[config.mk]
export PLATFORM = sky130hd
export DESIGN_NAME = mthd_cell
export DESIGN_NICKNAME = d
export VERILOG_FILES = /design/src/sv/mthd_pkg.sv /design/src/sv/mthd_cell.sv
export SDC_FILE = /design/constraint.sdc
export NUM_CORES = 1
export LEC_CHECK = 0
export ABC_CLOCK_PERIOD_IN_PS = 10700
export BUFFER_PORTS_ARGS = -buffer_cell sky130_fd_sc_hd__buf_4
export CAP_MARGIN = 20
export CORE_AREA = 10 10 301 303
export DETAILED_ROUTE_END_ITERATION = 6
export DIE_AREA = 0 0 311 313
export GPL_ROUTABILITY_DRIVEN = 0
export PLACE_DENSITY = 0.43
export SYNTH_ARGS = -nofsm -noshare
export SYNTH_HDL_FRONTEND = slang
export SYNTH_SLANG_ARGS = --single-unit
[constraint.sdc]
create_clock -name i_clk -period 10.7 [get_ports i_clk]
set_clock_uncertainty 0.15 [all_clocks]
set_input_delay 1.07 -clock i_clk [delete_from_list [all_inputs] [get_ports i_clk]]
set_output_delay 1.07 -clock i_clk [all_outputs]
set_load 0.02 [all_outputs]
[src/sv/mthd_pkg.sv]
// Shared types and constants for the median threshold hit detector.
// Used by mthd_cell, mthd_hits and the top level; no dependencies.
`default_nettype none

package mthd_pkg;

    // Field widths
    localparam int MAX_CH    = 10;
    localparam int POW_W     = 32;
    localparam int FACT_W    = 12;
    localparam int CNT_W     = 16;
    localparam int CH_W      = 4;
    localparam int THR_W     = POW_W + FACT_W;
    localparam int CFG_IDX_W = 2;
    localparam int CFG_DAT_W = 12;
    localparam int RANK_W    = 4;

    // Configuration register indexes
    localparam logic [CFG_IDX_W-1:0] REG_IGNORE_MASK  = 2'd0;
    localparam logic [CFG_IDX_W-1:0] REG_THRESH_FACT  = 2'd1;
    localparam logic [CFG_IDX_W-1:0] REG_IGNORE_ALL   = 2'd2;

    // Reset values and limits
    localparam logic [FACT_W-1:0] FACTOR_RESET = 12'd100;
    localparam logic [CNT_W-1:0]  COUNT_MAX    = 16'hFFFF;

    // Word handed from cell to cell along the chain
    typedef struct packed {
        logic [MAX_CH-1:0][POW_W-1:0] pow;
        logic                         lock;
        logic [POW_W-1:0]             median;
        logic [POW_W-1:0]             best_pow;
        logic [CH_W-1:0]              best_idx;
        logic                         found;
    } t_cell_bus;

    // Candidate word after the threshold multiply
    typedef struct packed {
        logic [THR_W-1:0] thr;
        logic [POW_W-1:0] best_pow;
        logic [CH_W-1:0]  best_idx;
        logic             found;
        logic             lock;
    } t_cand;

endpackage

`default_nettype wire

[src/sv/mthd_cell.sv]
// One channel cell of the ranking chain: finds this channel's stable rank,
// captures the median and updates the strongest unmasked candidate. Uses mthd_pkg.
`default_nettype none

module mthd_cell #(
    parameter int IDX    = 0,
    parameter int NUM_CH = 10,
    parameter int MRANK  = 4
) (
    input  wire logic                         i_clk,
    input  wire logic                         i_rst_n,
    input  wire logic                         i_load,
    input  wire logic                         i_valid,
    input  wire mthd_pkg::t_cell_bus          i_bus,
    input  wire logic [mthd_pkg::MAX_CH-1:0]  i_mask,
    output logic                              o_valid,
    output mthd_pkg::t_cell_bus               o_bus
);

    logic                          r_valid;
    mthd_pkg::t_cell_bus           r_bus;
    mthd_pkg::t_cell_bus           n_bus;
    logic [mthd_pkg::RANK_W-1:0]   rank;
    logic [mthd_pkg::POW_W-1:0]    own;

    // Count channels that sort below this one
    always_comb begin
        own  = i_bus.pow[IDX];
        rank = '0;
        for (int j = 0; j < NUM_CH; j++) begin
            if ((i_bus.pow[j] < own) || ((i_bus.pow[j] == own) && (j < IDX))) begin
                rank = rank + mthd_pkg::RANK_W'(1);
            end
        end
    end

    // Capture median and advance the candidate
    always_comb begin
        n_bus = i_bus;
        if (rank == mthd_pkg::RANK_W'(MRANK)) begin
            n_bus.median = own;
        end
        if (!i_mask[IDX] && (!i_bus.found || (own >= i_bus.best_pow))) begin
            n_bus.best_pow = own;
            n_bus.best_idx = mthd_pkg::CH_W'(IDX);
            n_bus.found    = 1'b1;
        end
    end

    // Clear valid under reset, load it with the word
    always_ff @(posedge i_clk) begin
        if (!i_rst_n) begin
            r_valid <= 1'b0;
        end else if (i_load) begin
            r_valid <= i_valid;
        end
    end

    // Hold the word until the next cell is free
    always_ff @(posedge i_clk) begin
        if (i_load) begin
            r_bus <= n_bus;
        end
    end

    assign o_valid = r_valid;
    assign o_bus   = r_bus;

endmodule

`default_nettype wire

# Yosys cells after proc, flatten, opt, wreduce, memory -nomap -nowiden
# Cells that the tools add are included.
[totals]
register_bits = 391
input_bits = 404
wordCells = 53
[classes]
addsub = 9
order_cmp = 11
n_eq_ne = 1
n_mux = 12
reduce_logical = 4
[op_table]
columns = ["operator", "n"]
rows = [
  ["less-than comparator 32 bit", 10],
  ["2-to-1 mux 37 bit", 1],
  ["2-to-1 mux 4 bit", 9],
  ["adder 4 x 1 -> 4 bit, second input constant", 8],
  [">= comparator 32 bit", 1],
  ["2-to-1 mux 32 bit", 1],
  ["== test 4 x 3 -> 1 bit, second input constant", 1],
  ["adder 1 x 1 -> 2 bit, second input constant", 1],
  ["zero test 1 bit", 2],
  ["logical AND 1 bit", 1],
  ["logical OR 1 bit", 1],
  ["2-to-1 mux 1 bit", 1],
]

# Longest topological paths before layout
# Gate-level depths: netlist of run 1.
[logic_depth]
depth_word = 22
ltp_mapped = 41
depth_no_buf = 40

# Worst setup path before layout of run 1
# Ideal clock, no wire load.
[synth_timing]
kind = "input -> register"
startpoint = "in i_bus[71] (netlist name)"
endpoint = "reg r_bus, in the netlist o_bus[37] (data pin)"
setup_time_ns = 0.283
arrival_time_ns = 8.436
required_time_ns = 10.267
slack_ns = 1.831
cell_stages = 39
path_buffers = 1
cell_sequence = "inv_1 > ha_1 > a21o_1 > a21o_1 > a21o_1 > a21o_1 > a21o_1 > a21o_1 > a21o_1 > a21o_1 > a21o_1 > a21o_1 > a31oi_1 > o21a_1 > ha_1 > xor2_2 > inv_1 > ha_1 > [... 3 more ...] > ha_1 > nand2_1 > o21ai_0 > ha_1 > mux2_2 > ha_1 > or2_2 > o31a_1 > and2_1 > ha_1 > mux2i_1 > inv_1 > ha_1 > xnor3_1 > nor3_2 > a31oi_1 > clkbuf_1 > o311ai_0"
[synth_lines]
columns = ["element", "line_no", "text"]
rows = [
  ["from (decl)", "mthd_cell.sv:14", "input wire mthd_pkg::t_cell_bus i_bus,"],
  ["to (signal assigned)", "mthd_cell.sv:62", "r_bus <= n_bus;"],
  ["to (decl)", "mthd_cell.sv:21", "mthd_pkg::t_cell_bus r_bus;"],
]

==> summary.txt, run 1 <==
Cell variety after synth: 70
DP HPWL: 83000 µm
RSZ-0062 raised after global routing: no
CTS tree: built
Post-synth EDFFs: 390
ANT nets after route: 0
Crit path max fanout: 32
WHS Path Cells: 2
Crit end category: register
Worst Path Arrival: 10010 ps
Pwr dens: 220 nW/µm²
Port Buffers: 785
Worst-margin pin slew: 1010 ps
Reg2reg path depth: 2
Final setup violation count: 0
Reg2reg start: o_valid
Htree depth: 2
FILL cells: 8363
Maximum VDD drop: 412 µV
Worst slack, placed: 308 ps
Total negative slack: 0 ps
Via Count: 16830
Final setup margin: 918 ps
Pleak: 13.6 nW
Min-Delay Path Class: reg -> reg
CP Launch Type: input port
Post-Syn Instances: 1530
DR vias/cell: 4.72
Proportion of layout cells with a drive suffix above 1: 38.6%
Non-Filler Cell Area, Final: 30200 µm²
Critical path class: in -> reg
Yosys warns: 0
Worst endpoint required time: 10930 ps
Worst skew pair latency: 580 ps
CP peak stage delay: 680 ps
Cell Area, Synth: 20900 µm²
Flop-to-flop setup slack: 9950 ps
Slowest cell on crit path: a31o_2
Drt wl/cell: 28.2 µm
Seq/Total Area, Yosys: 56.2%
Max Buffers Root-to-Sink: 3
Postcts setup bufs: 0
Initial Util: 24.7%
Clock sinks: 391
Die area: 97300 µm²
Pre-antenna DRT Iters: 6
Io pins: 795
Die width: 311 µm
Largest net degree at the start of global routing: 126
Most common cell after layout, fill and taps aside: buf_4
Tmin final: 9780 ps
Mapped Avg Cell Area: 13.6 µm²
Core Footprint: 84600 µm²
# hold bufs at CTS: 0
Die Ht: 313 µm
Max Cap Violations: 0
Final #Nets: 3104
DRC viols: 0
Buf/Inv on CP: 5
Fmax: 102 MHz
Vias in the first global route: 17973
Gr ovfl total: 0
Power after layout: 6.65 mW
Status: finished, final reports clean
CTS resizes: 0
Post-Synthesis Net Count: 2253
Total Routed Length: 101000 µm
Final Max Slew Viols: 0
FFs w/ async S/R, synth: 0%
Synthesized flop and latch total: 391
Top delay family on crit path: compound AO/OA/AOI/OAI gates
GRT Util Overall: 19.8%
Initial drt markers: 1041
Worst R2R End: o_valid
Row count: 107
Number of antenna violations at the first check in global routing: 8
Rel. slew slack: 32.6%
CTS root buffer: clkbuf_16
CP endpoint: o_bus[37]
Most common cell on crit path: a21o_1
DP Area: 28500 µm²
Crit. Startpoint: i_bus[71]
Area Overhead vs Synth: 44.8%
Critical Path Stages: 41
Clock transition at path regs: 60 ps
Highest-count cells in the layout ignoring fill and taps: buf_4, edfxtp_1, ha_1
Predominant post-synthesis flop cell: edfxtp_1
CTS buffer count: 49
Tcrit/Tclk final: 91.4%
First-pass GRT wire length: 139000 µm
Hold Vio Cnt, Final: 0
Final core utilization: 35.7%
-- registers in the layout, summed over array words and instances (netlist names) --
name	cells
o_bus	390
o_valid	1
-- report_power, final --
part	switching [mW]	leakage (nW)	internal, mW	total [mW]
Combinational	1.79	8.97	1.04	2.83
Sequential	0.0607	3.83	1.95	2.02
Clock	0.693	0.838	1.11	1.81
-- worst reg2reg max path, stage by stage (launching register included) --
cell and delay [ps]:
dfxtp_1 310, mux2i_1 120, nor2b_1 60
-- metal layers --
layer,track usage [%],routed length [µm],vias up
met5,0,43,-
met4,4.08,1880,8
met3,5.37,6850,98
met2,36.7,52800,641
met1,22.4,39000,8287
li1,-,-,7796
-- how the worst min path moves through the flow --
| stage | endpoint | startpoint |
|---|---|---|
| detailed placement | o_valid | o_valid |
| floorplan | o_valid | o_valid |
| CTS | o_valid | o_valid |
| global placement | o_valid | o_valid |
| finish | o_valid | o_valid |
| global route | o_valid | o_valid |
-- cell type report --
cell class	count	area, µm²	area share [%]
sequential	391	11700	38.8
multi-input combinational	1029	8760	29.0
timing repair buffer	829	6240	20.7
tap	1144	1430	4.74
clock buffer	62	1320	4.36
clock inverter	28	409	1.35
inverter	81	304	1.01
antenna	2	5.00	0.0166
-- logic make-up after synthesis --
| group | count (synthesis) | synth area share, % |
|---|---|---|
| AO/OA/AOI/OAI | 351 | 11.4 |
| adder cells (fa/ha/maj) | 319 | 19.1 |
| AND/OR/NAND/NOR | 302 | 7.95 |
| XOR/XNOR | 14 | 1.07 |
| buffers and inverters | 110 | 2.11 |
| multiplexers | 43 | 2.10 |
| flip-flops | 391 | 56.2 |
-- metrics by stage --
stage / hold WS (ps) / std cells
after floorplan: 439 / 1530
final: 385 / 3566
after global routing: 469 / 3566
after CTS: 395 / 3564
after detailed placement: 383 / 3474
after global placement: 352 / 3474
-- synthesized netlist by cell type (all sizes together) (7+ instances only) --
master,instances,area (µm²)
a21o,70,527
and2,7,43.8
o21ai,63,315
buf,11,68.8
clkbuf,18,67.6
and3,35,219
nor2,36,135
o311ai,32,280
nor3,20,116
nand2b,15,93.8
a211oi,14,105
o21a,8,60.1
inv,81,304
nand2,51,191
nor2b,18,113
edfxtp,390,11700
nor4,10,77.6
nand4,35,219
a31oi,9,62.6
mux2i,37,370
a21oi,81,405
nand3,50,250
a22oi,33,248
ha,319,3990
No activity file was read; power rests on OpenSTA's default activity.
==> inputs of run 2 (changes only) <==
==> config.mk (replaced) <==
export PLATFORM = sky130hd
export DESIGN_NAME = mthd_cell
export DESIGN_NICKNAME = d
export VERILOG_FILES = /design/src/sv/mthd_pkg.sv /design/src/sv/mthd_cell.sv
export SDC_FILE = /design/constraint.sdc
export NUM_CORES = 1
export LEC_CHECK = 0
export BUFFER_PORTS_ARGS = -buffer_cell sky130_fd_sc_hd__buf_4
export CAP_MARGIN = 20
export CORE_AREA = 10 10 303 305
export DETAILED_ROUTE_END_ITERATION = 6
export DIE_AREA = 0 0 313 315
export GPL_ROUTABILITY_DRIVEN = 0
export PLACE_DENSITY = 0.43
export SLEW_MARGIN = 30
export SYNTH_ARGS = -nofsm -noshare
export SYNTH_HDL_FRONTEND = slang
export SYNTH_SLANG_ARGS = --single-unit
==> run 2 against run 1 <==
Effect of this change: hold slack got worse by 10 ps; register-to-register slack barely moved; global-route usage fell by 0.36 points; critical path depth rose by 1; cell count rose by 0.36%; die area rose by 1.3%; non-clock buffer count rose by 1; critical path type unchanged; highest routed layer unchanged.
==> summary.txt, run 2 (synthesized netlist as in run 1, its figures left out) <==
Postcts setup bufs: 0 (unchanged)
Max Cap Violations: 0 (unchanged)
Layout Cells excl Fill: 3579 (was 3566)
# hold bufs at CTS: 0 (unchanged)
Drt wl/cell: 28.1 µm (was 28.2 µm)
Most common cell on crit path: a21o_1 (unchanged)
Rel. slew slack: 26.2% (was 32.6%)
Clock sinks: 391 (unchanged)
Tcrit/Tclk final: 89.3% (was 91.4%)
Core Footprint: 85900 µm² (was 84600 µm²)
RSZ-0062 raised after global routing: no (unchanged)
Buf/Inv on CP: 6 (was 5)
Gr ovfl total: 0 (unchanged)
Largest net degree at the start of global routing: 152 (was 126)
Maximum VDD drop: 418 µV (was 412 µV)
Post-Place Cells: 3486 (was 3474)
Most common cell after layout, fill and taps aside: buf_4 (unchanged)
CTS root buffer: clkbuf_16 (unchanged)
CTS resizes: 0 (unchanged)
DRC viols: 0 (unchanged)
DRT met1 WL: 38400 µm (was 39000 µm)
Final Max Slew Viols: 0 (unchanged)
Total Routed Length: 101000 µm (about the same)
Max reg flops: 390 (unchanged)
Final core utilization: 35.0% (was 35.7%)
Power after layout: 6.52 mW (was 6.65 mW)
CP Launch Type: input port (unchanged)
Die width: 313 µm (was 311 µm)
First-pass GRT wire length: 137000 µm (was 139000 µm)
Final hold slack: 375 ps (was 385 ps)
GRT Util Overall: 19.4% (was 19.8%)
Crit path max fanout: 32 (unchanged)
Port Buffers: 785 (unchanged)
Die area: 98600 µm² (was 97300 µm²)
Worst Path Arrival: 9800 ps (was 10010 ps)
Area Overhead vs Synth: 44.4% (was 44.8%)
Vias in the first global route: 18000 (was 17973)
Final setup margin: 1140 ps (was 918 ps)
Met2 wire length: 52300 µm (was 52800 µm)
Pwr dens: 216 nW/µm² (was 220 nW/µm²)
Crit end category: register (unchanged)
Fmax: 105 MHz (was 102 MHz)
Final #Nets: 3104 (unchanged)
Tmin final: 9560 ps (was 9780 ps)
Non-Filler Cell Area, Final: 30100 µm² (was 30200 µm²)
Pleak: 13.6 nW (about the same)
Worst skew pair latency: 580 ps (about the same)
Hold Vio Cnt, Final: 0 (unchanged)
Top delay family on crit path: compound AO/OA/AOI/OAI gates (unchanged)
DP HPWL: 83600 µm (was 83000 µm)
Total negative slack: 0 ps (unchanged)
Io pins: 795 (unchanged)
ANT nets after route: 0 (unchanged)
Initial drt markers: 877 (was 1041)
Number of antenna violations at the first check in global routing: 12 (was 8)
Metal3 WL: 7100 µm (was 6850 µm)
Die Ht: 315 µm (was 313 µm)
Critical path class: in -> reg (unchanged)
CP peak stage delay: 580 ps (was 680 ps)
CTS buffer count: 48 (was 49)
Row count: 108 (was 107)
Clock transition at path regs: 60 ps (about the same)
Highest-count cells in the layout ignoring fill and taps: buf_4, edfxtp_1, ha_1 (unchanged)
Max Buffers Root-to-Sink: 3 (unchanged)
Min-Delay Path Class: reg -> reg (unchanged)
Status: finished, final reports clean (unchanged)
Pre-antenna DRT Iters: 5 (was 6)
Worst slack, placed: 483 ps (was 308 ps)
CTS tree: built (unchanged)
DR top layer: met5 (unchanged)
DP Area: 28500 µm² (about the same)
Proportion of layout cells with a drive suffix above 1: 38.6% (about the same)
Worst-margin pin slew: 1110 ps (was 1010 ps)
Worst endpoint required time: 10940 ps (was 10930 ps)
Slowest cell on crit path: a31o_2 (unchanged)
Initial Util: 24.3% (was 24.7%)
Htree depth: 2 (unchanged)
Final setup violation count: 0 (unchanged)
Via Count: 16780 (was 16830)
DR vias/cell: 4.69 (was 4.72)
==> run 2: where the power goes <==
part	total, mW	internal (mW)	switching, mW
clock network	1.68	0.988	0.691
registers	2.01	1.95	0.0582
logic	2.82	1.05	1.78
==> run 2: per-layer routing <==
metal / track usage (%) / vias up
li1: - / 7795
met3: 5.50 / 122
met2: 35.8 / 648
met1: 21.5 / 8203
met5: 0 / -
met4: 5.19 / 12
==> run 2: worst min-delay path, delay by kind of cell, from the launching register on <==
kind             cells  cell delay (ps)
DFF                  1              330
and+or+nand+nor      1              100
muxes                1               70
==> run 2: area by class of cell <==
class	count	area (µm²)
diodes	3	7.51
clock buffers	53	1240
clock inverters	37	374
fillers	8567	55800
inverters	81	304
multi-input cells	1029	8760
flip-flops and latches	391	11700
well taps	1155	1450
repair buffers	830	6260
==> run 2: worst paths after layout <==
kind / startpoint / endpoint / slack (ps) / cells past startpoint
worst min register to register: o_valid / o_valid / 370 / 2
worst max-delay path: i_bus[71] / o_bus[44] / 1140 / 42
worst max register to register: o_valid / o_valid / 9960 / 2
worst min-delay path: o_valid / o_valid / 370 / 2
