File: config.mk
export PLATFORM = sky130hd
export DESIGN_NAME = mthd_hits
export DESIGN_NICKNAME = d
export VERILOG_FILES = /design/src/sv/mthd_pkg.sv /design/src/sv/mthd_hits.sv
export SDC_FILE = /design/constraint.sdc
export NUM_CORES = 1
export LEC_CHECK = 0
export ABC_AREA = 1
export BUFFER_PORTS_ARGS = -buffer_cell sky130_fd_sc_hd__buf_2
export CAP_MARGIN = 10
export CELL_PAD_IN_SITES_DETAIL_PLACEMENT = 1
export CELL_PAD_IN_SITES_GLOBAL_PLACEMENT = 1
export CORE_ASPECT_RATIO = 0.6
export CORE_MARGIN = 10
export CORE_UTILIZATION = 42
export CTS_CLUSTER_SIZE = 8
export DETAILED_ROUTE_END_ITERATION = 12
export GPL_ROUTABILITY_DRIVEN = 0
export PLACE_DENSITY_LB_ADDON = 0.1
export RECOVER_POWER = 100
export REMOVE_ABC_BUFFERS = 1
export SKIP_CTS_REPAIR_TIMING = 1
export SLEW_MARGIN = 20
export SYNTH_ARGS = -nofsm -noshare
export SYNTH_HDL_FRONTEND = slang
export SYNTH_SLANG_ARGS = --single-unit
File: constraint.sdc
create_clock -name i_clk -period 2.8 [get_ports i_clk]
set_input_delay 0 -clock i_clk [delete_from_list [all_inputs] [get_ports i_clk]]
set_output_delay 0 -clock i_clk [all_outputs]
set_load 0.02 [all_outputs]
File: src/sv/mthd_pkg.sv
// Shared types and constants for the median threshold hit detector.
// Used by mthd_cell, mthd_hits and the top level; no dependencies.
`default_nettype none

package mthd_pkg;

    // Field widths
    localparam int MAX_CH    = 10;
    localparam int POW_W     = 32;
    localparam int FACT_W    = 12;
    localparam int CNT_W     = 16;
    localparam int CH_W      = 4;
    localparam int THR_W     = POW_W + FACT_W;
    localparam int CFG_IDX_W = 2;
    localparam int CFG_DAT_W = 12;
    localparam int RANK_W    = 4;

    // Configuration register indexes
    localparam logic [CFG_IDX_W-1:0] REG_IGNORE_MASK  = 2'd0;
    localparam logic [CFG_IDX_W-1:0] REG_THRESH_FACT  = 2'd1;
    localparam logic [CFG_IDX_W-1:0] REG_IGNORE_ALL   = 2'd2;

    // Reset values and limits
    localparam logic [FACT_W-1:0] FACTOR_RESET = 12'd100;
    localparam logic [CNT_W-1:0]  COUNT_MAX    = 16'hFFFF;

    // Word handed from cell to cell along the chain
    typedef struct packed {
        logic [MAX_CH-1:0][POW_W-1:0] pow;
        logic                         lock;
        logic [POW_W-1:0]             median;
        logic [POW_W-1:0]             best_pow;
        logic [CH_W-1:0]              best_idx;
        logic                         found;
    } t_cell_bus;

    // Candidate word after the threshold multiply
    typedef struct packed {
        logic [THR_W-1:0] thr;
        logic [POW_W-1:0] best_pow;
        logic [CH_W-1:0]  best_idx;
        logic             found;
        logic             lock;
    } t_cand;

endpackage

`default_nettype wire

File: src/sv/mthd_hits.sv
// Hit decision, saturating per-channel hit counters and the output register.
// Uses mthd_pkg.
`default_nettype none

module mthd_hits #(
    parameter int NUM_CH = 10
) (
    input  wire logic                          i_clk,
    input  wire logic                          i_rst_n,
    input  wire logic                          i_valid,
    input  wire mthd_pkg::t_cand               i_cand,
    input  wire logic                          i_ignore_all,
    input  wire logic                          i_out_ready,
    output logic                               o_free,
    output logic                               o_out_valid,
    output logic                               o_out_hit,
    output logic [mthd_pkg::CH_W-1:0]          o_out_ch,
    output logic [mthd_pkg::CNT_W-1:0]         o_out_cnt
);

    localparam int IW = (NUM_CH > 1) ? $clog2(NUM_CH) : 1;

    logic [NUM_CH-1:0][mthd_pkg::CNT_W-1:0] r_hits;
    logic [mthd_pkg::CH_W-1:0]              r_last;
    logic [mthd_pkg::CNT_W-1:0]             r_last_cnt;
    logic                                   r_out_valid;
    logic                                   r_out_hit;
    logic [mthd_pkg::CH_W-1:0]              r_out_ch;
    logic [mthd_pkg::CNT_W-1:0]             r_out_cnt;

    logic                                   take;
    logic                                   hit;
    logic [IW-1:0]                          sel;
    logic [mthd_pkg::CNT_W-1:0]             cur;
    logic [mthd_pkg::CNT_W-1:0]             n_cnt;

    assign o_free = !r_out_valid || i_out_ready;
    assign take   = i_valid && o_free;
    assign sel    = i_cand.best_idx[IW-1:0];

    // Decide hit and form the saturating increment
    always_comb begin
        hit = i_cand.found && !i_ignore_all && !i_cand.lock &&
              ({{(mthd_pkg::THR_W-mthd_pkg::POW_W){1'b0}}, i_cand.best_pow} > i_cand.thr);
        cur   = r_hits[sel];
        n_cnt = (cur == mthd_pkg::COUNT_MAX) ? cur : cur + mthd_pkg::CNT_W'(1);
    end

    // Update counters, the held channel and the output valid flag
    always_ff @(posedge i_clk) begin
        if (!i_rst_n) begin
            r_hits      <= '0;
            r_last      <= '0;
            r_last_cnt  <= '0;
            r_out_valid <= 1'b0;
        end else begin
            if (o_free) begin
                r_out_valid <= i_valid;
            end
            if (take && hit) begin
                r_hits[sel] <= n_cnt;
                r_last      <= i_cand.best_idx;
                r_last_cnt  <= n_cnt;
            end
        end
    end

    // Load the result word
    always_ff @(posedge i_clk) begin
        if (take) begin
            r_out_hit <= hit;
            r_out_ch  <= hit ? i_cand.best_idx : r_last;
            r_out_cnt <= hit ? n_cnt : r_last_cnt;
        end
    end

    assign o_out_valid = r_out_valid;
    assign o_out_hit   = r_out_hit;
    assign o_out_ch    = r_out_ch;
    assign o_out_cnt   = r_out_cnt;

endmodule

`default_nettype wire

Word level (Yosys, flattened, before mapping)
Cells that the tools add are included.
- bits in latches: 0
- bits in read-only memories: 0
- RAM bits: 0
- memories kept: 0
- register bits: 202
- add/sub/neg operators: 1
- divide/modulo/power cells: 0
- shifts and indexed selects: 0
- $lt $le $gt $ge: 3
- multiply operators: 0
- bitwise operators: 0
- multiplexer cells: 8
- reductions and logical operators: 10
- equal/unequal tests: 1
- operators with widths (cell ; number):
    $bwmux 160 ; 1
    $bmux 16 s4 ; 1
    $demux 16 s4 ; 1
    $mux 16 ; 4
    $gt 32x44->1 ; 1
    $add 16x1->16 const B ; 1
    $eq 16x16->1 const B ; 1
    $logic_and 1x1->1 ; 6
    $lt 4x5->1 const B ; 1
    $ge 4x1->1 const B ; 1
    $mux 4 ; 1
    $logic_not 1->1 ; 3
    $logic_or 1x1->1 ; 1

Longest topological paths before layout
Gate-level depths: netlist of run 1.
- word-level depth: 5
- mapped depth: 20

Worst setup path after synthesis of run 1
OpenSTA, ideal clock, no wires.
- path kind: register to register
- start: register r_out_valid (netlist: o_out_valid)
- end: register r_hits[98] (netlist name)
- setup time: 0.118 ns
- required time: 2.682 ns
- data arrival time: 2.445 ns
- stages on the path, launching flop included: 8
- period minus slack after synthesis: 2.564 ns
- path slack: 0.236 ns
- cells stage by stage: dfxtp_1 > nand2_1 > nand2_1 > clkinv_1 > clkbuf_1 > nand4_1 > o21ai_0 > nor2_1
- longest elaborated chain between the ends: 4
- ends and longest elaborated chain (item ; line ; text):
    start: declaration ; mthd_hits.sv:26 ; logic r_out_valid;
    start signal: assignment ; mthd_hits.sv:58 ; r_out_valid <= i_valid;
    $logic_not 1->1 ; mthd_hits.sv:37 ; assign o_free = !r_out_valid || i_out_ready;
    $logic_or 1x1->1 ; mthd_hits.sv:37 ;
    via o_free ; mthd_hits.sv:14 ; output logic o_free,
    $logic_and 1x1->1 ; mthd_hits.sv:38 ; assign take = i_valid && o_free;
    via take ; mthd_hits.sv:31 ; logic take;
    $logic_and 1x1->1 ; mthd_hits.sv:60 ; if (take && hit) begin
    end signal: indexed assignment ; mthd_hits.sv:61 ; r_hits[sel] <= n_cnt;
    end: declaration ; mthd_hits.sv:23 ; logic [NUM_CH-1:0][mthd_pkg::CNT_W-1:0] r_hits;
The timed path passes the listed nets, and every way through them passes these cells.
A chain may end at the register's enable or synchronous reset.

Worst setup path after layout of run 1
- start: register r_hits[1] (netlist name)
- end: register r_out_cnt, in the netlist o_out_cnt[4], data pin
- longest elaborated chain between the ends: 5
- elaborated cells between the ends (all ways): 6
- classes of those cells: add/sub (1); eq/ne (1); mux (4)
- ends and longest elaborated chain (item ; line ; text):
    $bmux 16 s4 * ; mthd_hits.sv:45 ; cur = r_hits[sel];
    $mux 16 (implied by the code) * ; mthd_hits.sv:45 ;
    $add 16x1->16 or $eq 16x16->1 (tied branches) ; mthd_hits.sv:46 ; n_cnt = (cur == mthd_pkg::COUNT_MAX) ? cur : cur + mthd_pkg::CNT_W'(1);
    $mux 16 * ; mthd_hits.sv:46 ;
    $mux 16 * ; mthd_hits.sv:73 ; r_out_cnt <= hit ? n_cnt : r_last_cnt;
    end signal: assignment ; mthd_hits.sv:73 ;
    end: declaration ; mthd_hits.sv:29 ; logic [mthd_pkg::CNT_W-1:0] r_out_cnt;
Every way passes the cells marked *; elsewhere a longest branch is shown, timed or not. The select of a mux whose other input is x is not followed.

==> results of run 1 <==
==> power breakdown <==
| part | internal (mW) | leakage, nW | total, mW | switching (mW) |
|---|---|---|---|---|
| clock | 1.95 | 0.385 | 3.24 | 1.29 |
| combinational | 0.140 | 3.99 | 0.442 | 0.302 |
| sequential | 2.94 | 1.67 | 2.94 | 0.00441 |
==> through the flow <==
stage	utilization	power (mW)
3_3_place_gp	0.474	3.43
2_1_floorplan	-	3.19
4_1_cts	0.504	6.66
6_report	0.503	6.63
5_1_grt	0.503	6.84
3_5_place_dp	0.474	3.44
==> registers in the layout, summed over array words and instances, names as in the netlist <==
register,cells
o_out_ch,4
o_out_cnt,16
o_out_hit,1
o_out_valid,1
r_hits,160
r_last,4
r_last_cnt,16
==> layout by cell type, fill, tap and decap left out <==
master | Yosys | routed
nor2_8 | 1 | 1
nor3b_1 | 1 | 1
xor2_1 | 1 | 1
nand3_2 | 25 | 23
nor2_2 | 7 | 3
dlygate4sd3_1 | 0 | 5
dfxtp_1 | 181 | 181
clkbuf_4 | 0 | 1
xnor2_1 | 2 | 2
a21o_1 | 2 | 2
nor2_1 | 303 | 307
clkbuf_8 | 0 | 1
buf_2 | 13 | 85
a31oi_1 | 2 | 2
buf_4 | 15 | 59
edfxtp_1 | 21 | 21
nand2_2 | 11 | 11
ha_1 | 33 | 33
o21ai_1 | 5 | 4
buf_12 | 0 | 2
inv_1 | 113 | 113
nor3_1 | 6 | 6
inv_4 | 1 | 1
inv_2 | 9 | 9
bufinv_16 | 0 | 1
nor2_4 | 6 | 6
nand2_1 | 571 | 571
and2_1 | 3 | 3
o21ai_0 | 142 | 143
clkbuf_2 | 0 | 4
a21oi_1 | 103 | 103
clkinv_1 | 3 | 3
clkbuf_16 | 0 | 29
clkbuf_1 | 44 | 37
and3_1 | 1 | 1
nand3_1 | 29 | 31
nand4_1 | 22 | 22
or2_1 | 1 | 1
nor4_1 | 1 | 1
==> area by class of cell <==
cell class                 instances  area, um^2  share of cell area
sequential                       202        4250               0.331
multi-input combinational       1278        5790               0.450
inverter                         126         475              0.0370
clock inverter                     1        30.0             0.00234
clock buffer                      35         758              0.0590
timing repair buffer             188        1110              0.0861
tap                              352         440              0.0343
==> routing by layer <==
metal / global-route usage / vias to the layer above / share of wire
met2: 0.366 / 363 / 0.42
met3: 0.0484 / 43 / 0.074
li1: - / 5587 / -
met5: 0 / - / 0
met4: 0.0323 / 0 / 0.0099
met1: 0.371 / 5605 / 0.50
==> worst max-delay path, stage by stage, from the launching register on <==
cell,delay (ps)
dfxtp_1,330
nand2_1,70
a21oi_1,170
o21ai_0,130
nand3_2,100
ha_1,230
nand3_2,120
xnor2_1,640
nor2_1,220
clkbuf_1,210
o21ai_0,210
==> final timing paths <==
path                                      end  slack [ps]
worst max-delay path             o_out_cnt[4]         200
worst min-delay path              o_out_ch[3]           9
worst max register to register   o_out_cnt[4]         200
worst min register to register  r_last_cnt[0]         460
==> cells by family after synthesis <==
group | synth area share
buf+inv | 0.0890
xor+xnor | 0.00238
flops | 0.385
simple gates | 0.370
fa+ha+maj | 0.0374
compound gates | 0.116
==> out/metrics.yaml, run 1 <==
rsz0062_at_grt: "no"
worstReg2RegStart: "r_hits[1]"
maxCapViolations: 0
hp-start: "i_cand[5]"
numCtsBuffers: 29
worst_slack_ps: 196
die_h_um: 146
hold_path_class: "in2reg"
area_delta_synth_final_pct: 16.4
fin_crit_sh: 0.930
cts-htree-levels: 1
cts-root-buf: "clkbuf_16"
vias: 11598
insertion_delay_ps: 550
worstSetupPathType: "reg2reg"
cts_sinks: 202
synth_area_per_cell_um2: 6.52
drive_gt1_frac: 0.129
status: "completed"
worst_hold_slack_ps: 8.74
vdd_ir_drop_max_mv: 0.403
synth_top_area_frac: 0.328
drv_slew: 0
cellLeakagePower_nw: 6.04
start_util: 0.432
synth_common_cells: "nand2_1 (571), nor2_1 (303), dfxtp_1 (181)"
routedWlPerCell_um: 19.7
io_buffers: 109
tightest_slew_ps: 1040
dr.pass1.iters: 5
finalSetupViolCount: 0
nets: 1945
instances_no_fill: 2182
skew_ps: 13.9
crit_start: "r_hits[1]"
syn_inst: 1693
pwr_density_cell_nw_per_um2: 516
grt_pass1_vias: 11467
finalHoldViolCount: 0
drt_iter0_markers: 921
final_cell_area_um2: 12900
io_pins: 110
fmax_mhz: 384
place_ws_ps: -117
floorplan.die_area_um2: 33400
fp-row-count: 45
seq_area_frac_synth: 0.385
crit_arrival_ps: 2980
synth_area_um2: 11000
overflow: 0
fillers: 3482
critPathRequiredTime_ps: 3170
drt.antenna.violating_nets: 0
place_inst: 2141
crit_fanout: 6
antennaDiodeCount: 0
endpoint_kind: "register"
synth_most_common_cell: "nand2_1"
vias_per_cell: 5.32
cts_tree: "yes"
reg2regPathDepth: 10
antenna_found_initial: 0
period_minus_slack_ps: 2600
synth_ff_type: "dfxtp_1"
grt.total_usage: 0.248
ys_warn_count: 0
synth_edf_count: 21
synth_cell_types: 35
yosys.area.top_type: "dfxtp_1"
post-dp-hpwl_um: 31800
grt_pass1_wl_um: 66900
grt_max_degree: 62
hold_depth: 3
place_area_um2: 12100
timing.setup.tns_ps: 0
core_area_um2: 25600
dieWidth_um: 229
wl_um: 43100
synth.area.top_cells: "dfxtp_1 (33%), nand2_1 (19%), nor2_1 (10%)"
async_flop_share: 0
maxSlewHeadroom: 0.303
cp-start-kind: "register"
cts_buffer_depth: 3
path_clk_slew_ps: 50
ys_ff_latch: 202
drcViolationCount: 0
Power figures use the tool's default switching activity.
==> run 2: changes to the inputs <==
--- a/config.mk
+++ b/config.mk
@@ -11,7 +11,6 @@
 export CELL_PAD_IN_SITES_DETAIL_PLACEMENT = 1
 export CELL_PAD_IN_SITES_GLOBAL_PLACEMENT = 1
 export CORE_ASPECT_RATIO = 0.6
-export CORE_MARGIN = 10
 export CORE_UTILIZATION = 42
 export CTS_CLUSTER_SIZE = 8
 export DETAILED_ROUTE_END_ITERATION = 12
==> out/metrics.yaml, run 2 (synthesized netlist as in run 1, its figures left out) <==
status: "completed"
drcViolationCount: 0
fmax_mhz: 387
vias_per_cell: 5.38
utilization: 0.503
cellLeakagePower_nw: 6.04
routedWlPerCell_um: 19.1
swShare: 0.246
numCtsBuffers: 29
grt_pass1_vias: 11718
mostFrequentLayoutCell: "nand2_1"
fin_crit_sh: 0.924
dieWidth_um: 211
dr.pass1.iters: 5
finalHoldViolCount: 0
overflow: 0
critPathSlowestCell: "nor2_2"
core_area_um2: 25600
p_switching_mw: 1.61
insertion_delay_ps: 550
cts_buffer_depth: 3
grt_pass1_wl_um: 65600
post-dp-hpwl_um: 30700
place_inst: 2143
timing.setup.tns_ps: 0
tightest_slew_ps: 1410
instances_no_fill: 2185
path_buf_inv: 1
die_h_um: 128
critPathRequiredTime_ps: 3080
drv_slew: 0
io_buffers: 109
antenna_found_initial: 0
crit_family: "simple AND/OR/NAND/NOR gates"
grt.total_usage: 0.315
cp-start-kind: "register"
drt_iter0_markers: 897
worstSetupPathType: "reg2reg"
cts-htree-levels: 1
floorplan.die_area_um2: 27000
crit_arrival_ps: 2860
vdd_ir_drop_max_mv: 0.377
grt_max_degree: 103
p_int_mw: 4.93
period_minus_slack_ps: 2590
power_mw: 6.54
slowest_delay_ps: 410
finalSetupViolCount: 0
io_pins: 110
mostFrequentLayoutCells: "nand2_1 (573), nor2_1 (306), dfxtp_1 (181)"
maxSlewHeadroom: 0.0616
pwr_density_cell_nw_per_um2: 509
rsz0062_at_grt: "no"
top_register: "r_hits"
maxCapViolations: 0
vias: 11749
nets: 1947
path_clk_slew_ps: 50
cts_tree: "yes"
antennaDiodeCount: 0
p_seq_frac: 0.451
cts-root-buf: "clkbuf_16"
crit_fanout: 9
area_delta_synth_final_pct: 16.3
wl_um: 41700
largest_reg_flops: 160
cts_sinks: 202
crit_chain: "nand2_1 > a21oi_1 > o21ai_0 > nand3_2 > ha_1 > nand2_1 > nor2_1 > nand2_1 > nor2_8 > nor2_2 > buf_4 > o21ai_0"
skew_ps: 12.4
endpoint_kind: "register"
fp-row-count: 45
p_comb_frac: 0.069
hold_path_class: "in2reg"
start_util: 0.432
drt.antenna.violating_nets: 0
p_clk_frac: 0.480
cpMostUsedCell: "nand2_1"
drive_gt1_frac: 0.129
[run 2: worst register-to-register path, stage by stage, from the launching register on]
cell and delay [ps]:
dfxtp_1 310, nand2_1 80, a21oi_1 60, o21ai_0 300, nand3_2 150, ha_1 260, nand2_1 80, nor2_1 60
nand2_1 190, nor2_8 110, nor2_2 410, buf_4 220, o21ai_0 90
[run 2: metal layers]
metal / part of all wire / vias up / global-route usage
met5: 0 / - / 0
met4: 0.017 / 0 / 0.0669
met3: 0.085 / 70 / 0.0674
met2: 0.41 / 380 / 0.464
met1: 0.48 / 5709 / 0.467
li1: - / 5590 / -
[run 2: final cells by class]
cell class / count / area, um^2
well taps: 352 / 440
multi-input cells: 1278 / 5760
fillers: 3520 / 12700
inverters: 126 / 475
clock buffers: 35 / 748
repair buffers: 190 / 1150
flip-flops and latches: 202 / 4250
clock inverters: 2 / 17.5
[run 2: power groups by stage]
stage / logic (mW) / clock network [mW] / registers (mW)
after floorplan: 0.169 / 0 / 3.02
after global placement: 0.430 / 0 / 3.00
after detailed placement: 0.445 / 0 / 3.00
after CTS: 0.448 / 3.20 / 2.94
after global routing: 0.496 / 3.33 / 2.94
final: 0.452 / 3.14 / 2.94
[run 2: final timing paths]
kind                            startpoint            to  slack [ps]  cells after the start
worst max register to register  r_hits[17]  o_out_cnt[3]         210                     12
worst min register to register   r_last[2]     r_last[2]         470                      2
worst min-delay path               i_valid     r_last[1]           3                      5
worst max-delay path            r_hits[17]  o_out_cnt[3]         210                     12
[run 2: through the flow]
| step | hold slack, ps | area (um^2) | setup slack (ps) |
|---|---|---|---|
| final | 3.38 | 12800 | 214 |
| after floorplan | 121 | 10500 | -542 |
| after global routing | 3.65 | 12800 | 50.3 |
| after global placement | 307 | 12200 | -5.71 |
| after CTS | -245 | 12900 | 293 |
| after detailed placement | 331 | 12200 | -92.4 |
